**src/hw/rtl/psfrl_pkg.sv**
```systemverilog
// shared types and constants for the per-source failure rate limiter
package psfrl_pkg;

  // table geometry
  localparam int TRACKERS_DEF = 8;

  // field widths
  localparam int ADDR_W = 32;
  localparam int TIME_W = 48;
  localparam int CNT_W  = 8;
  localparam int ATT_W  = 8;
  localparam int MIN_W  = 11;
  localparam int CFG_IDX_W  = 8;
  localparam int CFG_DATA_W = 16;

  // window length in ms fits 1440 minutes of 60000 ms
  localparam int WIN_W = 27;

  // constants of the scheme
  localparam int unsigned MS_PER_MIN    = 60000;
  localparam int unsigned DEF_WINDOW_MS = 60000;
  localparam int unsigned DEF_ATTEMPTS  = 5;
  localparam int unsigned CNT_MAX       = 255;

  // register indexes
  localparam logic [CFG_IDX_W-1:0] REG_ATTEMPT_LIMIT = CFG_IDX_W'(0);
  localparam logic [CFG_IDX_W-1:0] REG_BLOCK_MINUTES = CFG_IDX_W'(1);

  // one table entry
  typedef struct packed {
    logic [ADDR_W-1:0] addr;
    logic [CNT_W-1:0]  cnt;
    logic [TIME_W-1:0] start;
  } entry_t;

endpackage

```
**src/hw/rtl/per_source_fail_rate_limiter.sv**
```systemverilog
// per-source failure rate limiter: table memory, scan sequencer and update logic
// flow: one word at a time, taken only while idle: the accept, a scan of the table memory
//   one entry a cycle through its registered read, then an update that waits for a free output register;
//   a new input word is taken while the previous result still waits in the output register
// reset: synchronous; valid flops cleared so all entries read free; limit 5, block_minutes 1
module per_source_fail_rate_limiter
  import psfrl_pkg::*;
#(
  parameter int TRACKERS = TRACKERS_DEF
) (
  input  logic                  clk,
  input  logic                  rst,
  // input words
  input  logic                  s_tvalid,
  output logic                  s_tready,
  input  logic [79:0]           s_tdata,   // source_addr[31:0], time_ms[79:32]
  input  logic                  s_tuser,   // mode
  // result words
  output logic                  m_tvalid,
  input  logic                  m_tready,
  output logic [15:0]           m_tdata,   // allowed[0], tracked[1], fail_count[9:2], zero[15:10]
  // configuration writes
  input  logic                  cfg_valid,
  output logic                  cfg_ready,
  input  logic [CFG_IDX_W-1:0]  cfg_index,
  input  logic [CFG_DATA_W-1:0] cfg_data
);

  localparam int IDX_W = (TRACKERS > 1) ? $clog2(TRACKERS) : 1;
  localparam logic [IDX_W-1:0] LAST_IDX = IDX_W'(TRACKERS - 1);

  localparam logic [1:0] S_IDLE = 2'd0;
  localparam logic [1:0] S_SCAN = 2'd1;
  localparam logic [1:0] S_MOD  = 2'd2;

  logic [1:0]        state;

  // configuration
  logic [ATT_W-1:0]  attempt_limit;
  logic [MIN_W-1:0]  block_minutes;
  logic [WIN_W-1:0]  win_ms;
  logic [ATT_W-1:0]  limit;

  // request held during the scan
  logic              req_mode;
  logic [ADDR_W-1:0] req_addr;
  logic [TIME_W-1:0] req_time;

  // table memory and its valid flops
  entry_t            mem [TRACKERS];
  logic [TRACKERS-1:0] entry_valid;
  entry_t            rd_q;
  logic              rd_valid_q;
  logic [IDX_W-1:0]  rd_ptr;
  logic              issue_done;
  logic              rd_vld;
  logic [IDX_W-1:0]  rd_idx;
  entry_t            rd_entry;

  // scan results
  logic              match_found;
  logic [IDX_W-1:0]  match_idx;
  entry_t            match_entry;
  logic              free_found;
  logic [IDX_W-1:0]  free_idx;
  entry_t            free_entry;

  // update
  logic              mod_go;
  logic              sel_found;
  logic [IDX_W-1:0]  sel_idx;
  entry_t            sel_entry;
  entry_t            wr_entry;
  logic              res_allowed;

  assign cfg_ready = 1'b1;
  assign s_tready  = (state == S_IDLE);
  assign mod_go    = (state == S_MOD) && (!m_tvalid || m_tready);
  assign limit     = (attempt_limit == '0) ? ATT_W'(DEF_ATTEMPTS) : attempt_limit;
  assign rd_entry  = rd_valid_q ? rd_q : '0;

  // configuration registers and window length
  always_ff @(posedge clk) begin
    if (rst) begin
      attempt_limit <= ATT_W'(DEF_ATTEMPTS);
      block_minutes <= MIN_W'(1);
      win_ms        <= WIN_W'(DEF_WINDOW_MS);
    end else begin
      if (cfg_valid && cfg_ready) begin
        case (cfg_index)
          REG_ATTEMPT_LIMIT: attempt_limit <= cfg_data[ATT_W-1:0];
          REG_BLOCK_MINUTES: block_minutes <= cfg_data[MIN_W-1:0];
          default: ;
        endcase
      end
      if (block_minutes == '0) begin
        win_ms <= WIN_W'(DEF_WINDOW_MS);
      end else begin
        win_ms <= WIN_W'(block_minutes) * WIN_W'(MS_PER_MIN);
      end
    end
  end

  // table memory: one read port, one write port
  always_ff @(posedge clk) begin
    rd_q       <= mem[rd_ptr];
    rd_valid_q <= entry_valid[rd_ptr];
    if (mod_go && sel_found) begin
      mem[sel_idx] <= wr_entry;
    end
  end

  // request capture
  always_ff @(posedge clk) begin
    if (s_tvalid && s_tready) begin
      req_mode <= s_tuser;
      req_addr <= s_tdata[31:0];
      req_time <= s_tdata[79:32];
    end
  end

  // sequencer: scan then update
  always_ff @(posedge clk) begin
    if (rst) begin
      state       <= S_IDLE;
      entry_valid <= '0;
      rd_ptr      <= '0;
      issue_done  <= 1'b0;
      rd_vld      <= 1'b0;
      rd_idx      <= '0;
      match_found <= 1'b0;
      free_found  <= 1'b0;
    end else begin
      case (state)
        S_IDLE: begin
          if (s_tvalid) begin
            state       <= S_SCAN;
            rd_ptr      <= '0;
            issue_done  <= 1'b0;
            rd_vld      <= 1'b0;
            match_found <= 1'b0;
            free_found  <= 1'b0;
          end
        end
        S_SCAN: begin
          // issue one read a cycle
          rd_vld <= !issue_done;
          rd_idx <= rd_ptr;
          if (!issue_done) begin
            if (rd_ptr == LAST_IDX) begin
              issue_done <= 1'b1;
            end else begin
              rd_ptr <= rd_ptr + IDX_W'(1);
            end
          end
          // first match and first free entry
          if (rd_vld) begin
            if (!match_found && rd_entry.addr == req_addr) begin
              match_found <= 1'b1;
              match_idx   <= rd_idx;
              match_entry <= rd_entry;
            end
            if (!free_found && rd_entry.addr == '0) begin
              free_found <= 1'b1;
              free_idx   <= rd_idx;
              free_entry <= rd_entry;
            end
            if (rd_idx == LAST_IDX) begin
              state  <= S_MOD;
              rd_vld <= 1'b0;
            end
          end
        end
        S_MOD: begin
          if (mod_go) begin
            state <= S_IDLE;
            if (sel_found) begin
              entry_valid[sel_idx] <= 1'b1;
            end
          end
        end
        default: state <= S_IDLE;
      endcase
    end
  end

  // entry update
  always_comb begin
    logic [CNT_W-1:0]  cnt0;
    logic [TIME_W-1:0] start0;
    logic [TIME_W-1:0] diff;
    logic              expired;
    sel_found = match_found || free_found;
    sel_idx   = match_found ? match_idx : free_idx;
    sel_entry = match_found ? match_entry : free_entry;
    wr_entry.addr = req_addr;
    cnt0   = sel_entry.cnt;
    start0 = sel_entry.start;
    // claiming a free entry starts afresh
    if (sel_entry.addr != req_addr) begin
      cnt0   = '0;
      start0 = req_time;
    end
    diff    = req_time - start0;
    expired = diff > TIME_W'(win_ms);
    if (req_mode) begin
      wr_entry.cnt   = (sel_entry.cnt == CNT_W'(CNT_MAX)) ? sel_entry.cnt
                                                          : sel_entry.cnt + CNT_W'(1);
      wr_entry.start = req_time;
      res_allowed    = 1'b0;
    end else begin
      wr_entry.cnt   = expired ? '0 : cnt0;
      wr_entry.start = expired ? req_time : start0;
      res_allowed    = (wr_entry.cnt < limit);
    end
  end

  // output register
  always_ff @(posedge clk) begin
    if (rst) begin
      m_tvalid <= 1'b0;
      m_tdata  <= '0;
    end else begin
      if (m_tvalid && m_tready) begin
        m_tvalid <= 1'b0;
      end
      if (mod_go) begin
        m_tvalid <= 1'b1;
        if (sel_found) begin
          m_tdata <= {6'b0, wr_entry.cnt, 1'b1, res_allowed};
        end else begin
          m_tdata <= '0;
        end
      end
    end
  end

  // an allowed result is always a tracked one
  a_allowed_tracked: assert property (@(posedge clk) disable iff (rst)
    m_tvalid && m_tdata[0] |-> m_tdata[1])
    else $error("allowed without a tracked entry");

  // an untracked result carries no count
  a_untracked_zero: assert property (@(posedge clk) disable iff (rst)
    m_tvalid && !m_tdata[1] |-> m_tdata[9:2] == '0)
    else $error("untracked result with nonzero count");

  // an accepted word starts a scan
  a_accept_scan: assert property (@(posedge clk) disable iff (rst)
    s_tvalid && s_tready |=> state == S_SCAN)
    else $error("accepted word did not start a scan");

  // an update always hands over a result
  a_mod_result: assert property (@(posedge clk) disable iff (rst)
    mod_go |=> m_tvalid)
    else $error("update without result");

endmodule
```
**config.mk**
```make
export PLATFORM = sky130hd
export DESIGN_NAME = per_source_fail_rate_limiter
export DESIGN_NICKNAME = d
export VERILOG_FILES = /design/src/hw/rtl/psfrl_pkg.sv /design/src/hw/rtl/per_source_fail_rate_limiter.sv
export SDC_FILE = /design/constraint.sdc
export NUM_CORES = 1
export LEC_CHECK = 0
export BUFFER_PORTS_ARGS = -buffer_cell sky130_fd_sc_hd__buf_4
export CAP_MARGIN = 25
export CELL_PAD_IN_SITES_DETAIL_PLACEMENT = 1
export CELL_PAD_IN_SITES_GLOBAL_PLACEMENT = 1
export CORE_ASPECT_RATIO = 0.8
export CORE_MARGIN = 2
export CORE_UTILIZATION = 55
export DETAILED_ROUTE_END_ITERATION = 7
export PLACE_DENSITY_LB_ADDON = 0.2
export SLEW_MARGIN = 0
export SYNTH_ARGS = -nofsm -noshare
export SYNTH_HDL_FRONTEND = slang
export SYNTH_SLANG_ARGS = --single-unit
```
**constraint.sdc**
```tcl
create_clock -name clk -period 23 [get_ports clk]
set_input_delay 3.45 -clock clk [delete_from_list [all_inputs] [get_ports clk]]
set_output_delay 3.45 -clock clk [all_outputs]
set_load 0.03 [all_outputs]
```
==> results.md <==
- Status: finished, final reports clean
- Slowest CP cell: and4_4
- Dpl hpwl: 78.6 mm
- Mapped Area: 49,300 um^2
- Yosys reg bits: 1,128
- Buffers on Ports: 116
- Origin of the worst setup path: match_found
- Core area: 89,100 um^2
- Peak supply drop: 70.1 uV
- # rows: 98
- PnR worst setup slack: 12.43 ns
- Top cell type's share of synthesized area: 0.589
- CTS tree: built
- Final Hold Vio Count: 0
- Most Frequent Cell on Critical Path: a21oi_1
- Vias per cell: 6.18
- Register area share after synthesis: 0.654
- CTS clk-pin slew, worst paths: 0.07 ns
- Max transition margin: 0.261
- Mapped Cells: 3,109
- Remaining Overflow, GRT: 0
- Clock skew: 0.0747 ns
- Resize count post-CTS: 0
- Detailed Route WL: 130 mm
- Largest net degree at the start of global routing: 87
- Cell family with most CP delay: simple AND/OR/NAND/NOR gates
- Post-CTS Hold Fix Bufs: 0
- Max Slew Vio Count: 0
- Max Fclk: 94.6 MHz
- Initial DRC count: 2,455
- CTS root buf: clkbuf_16
- # setup viols final: 0
- Post-route cell area: 55,200 um^2
- CP Class: reg -> reg
- Vias in the first global route: 30,200
- ANT cells: 0
- # DRC: 0
- Nets: 3,539
- Fin crit share: 0.460
- Fraction of registers with async set or reset after synthesis: 0
- Startpoint Class: flip-flop
- Crit path required time: 23.38 ns
- Reg-to-Reg Start: match_found
- Library cells used by synthesis: 91
- WL/cell: 28.5 um
- Clock Tree Buf Depth: 3
- Worst slew pin tran: 1.11 ns
- Final min period: 10.57 ns
- PwrDens: 79.6 nW/um^2
- Initial antenna violation count: 2
- Final Wtd Congestion: 0.912
- Area contributors post-synth: edfxtp_1 59%, mux4_2 8.1%, dfxtp_1 6.5%
- Die height: 272 um
- Routed via count: 28,100
- CP Max Fanout: 86
- # IOs: 129
- Commonest cells in the netlist: 967 x edfxtp_1, 178 x mux4_2, 161 x dfxtp_1
- Die area: 92,100 um^2
- Ys Warns: 0
- Maxcap violations: 0
- TNS Setup: 0 ns
- RSZ-0062 raised after global routing: false
- DRT Pass-1 Iters: 5
- Layout cells sized above 1: 0.197
- Clk_lat worst skew: 0.72 ns
- Highest cell delay on the worst timing path: 1.02 ns
- Area Overhead vs Synth: 11.9%
- Antenna Nets Post-Route: 0
- Syn_area_per_cell: 15.9 um^2
- Leakage: 19.2 nW
- Fin Hold WS: 0.470 ns
- H-tree level count: 3
- CP Data Arrival Time: 10.95 ns
- Number of synthesized flops with an enable pin: 967
- First-pass GRT wire length: 194 mm
- CP bufs+invs: 1
- CTS Buf Count: 106
- Chip width: 339 um
- Initial Utilization: 0.553
- Top FF cell, synth: edfxtp_1
- Total GRT Usage: 0.283
- CTS Sinks: 1,128
- Hold path startpoint: m_tdata[1]
- CP Capture Type: flip-flop
- Worst Hold Class: reg -> reg
- Post-Place Cell Area: 51,500 um^2
- Setup bufs post-CTS: 0
- Count leader, synth: edfxtp_1
- Synth area leader: edfxtp_1
- Pre-CTS WS: 12.79 ns
## worst register-to-register path, delay by kind of cell, from the launching register on
family,cells,cell delay [ns]
xor+xnor,2,0.54
fa+ha+maj,2,0.89
compound gates,12,2.32
simple gates,11,3.94
buf+inv,1,0.50
flops,1,0.77
mux,2,1.32
## flip-flops by register name (all words and copies together), names as in the netlist, 2 cells and up
name,cells
attempt_limit,8
mem,704
block_minutes,11
free_idx,3
m_tdata,10
req_addr,32
win_ms,22
free_entry,88
rd_ptr,3
rd_q,88
state,2
entry_valid,8
match_entry,88
rd_idx,3
match_idx,3
req_time,48
## final cells by class
class	count	area, um^2
Inverter	154	581
Multi-Input combinational cell	1701	15900
Sequential cell	1128	32300
Fill cell	7985	34000
Timing Repair Buffer	154	1170
Clock buffer	134	2900
Tap cell	1200	1500
Clock inverter	68	777
## layout by cell type, fill, tap and decap left out, drive strengths merged, types with 103 or more instances in the layout
cell type  instances
a21oi            132
and2             103
buf              154
clkbuf           134
dfxtp            161
edfxtp           967
ha               147
inv              159
mux2i            155
mux4             178
nor2             152
## layer usage
metal | vias up | track usage | wire length [um]
met2 | 952 | 0.448 | 60600
met4 | 0 | 0.0720 | 2920
li1 | 12200 | - | -
met3 | 195 | 0.0471 | 7670
met5 | - | 0 | 0
met1 | 14700 | 0.414 | 58400
## stage by stage
step	utilization	std cells	power (W)
final	0.619	4539	0.00439
after global routing	0.619	4539	0.00451
after CTS	0.618	4538	0.00441
after detailed placement	0.577	4336	0.00259
after global placement	0.577	4336	0.00258
after floorplan	-	3114	0.00249
## logic make-up after synthesis
kind of cell / synth area share
flops: 0.654
buf+inv: 0.0240
compound gates: 0.0508
xor+xnor: 0.0213
mux: 0.135
other cells: 0.000152
simple gates: 0.0619
fa+ha+maj: 0.0525
## power breakdown
group	switching (W)	internal, W	leakage [nW]	total [W]
combinational	0.000172	0.000118	7.09	0.000291
sequential	0.0000266	0.00223	10.3	0.00226
clock	0.000801	0.00104	1.82	0.00184
## path summary, 6_finish.rpt
path	endpoint	slack, ns	cells past startpoint
worst max-delay path	mem[3][23]	12.43	30
worst min-delay path	m_tdata[1]	0.47	2
worst max register to register	mem[3][23]	12.43	30
worst min register to register	m_tdata[1]	0.47	2
(Power assumes the default switching activity.)
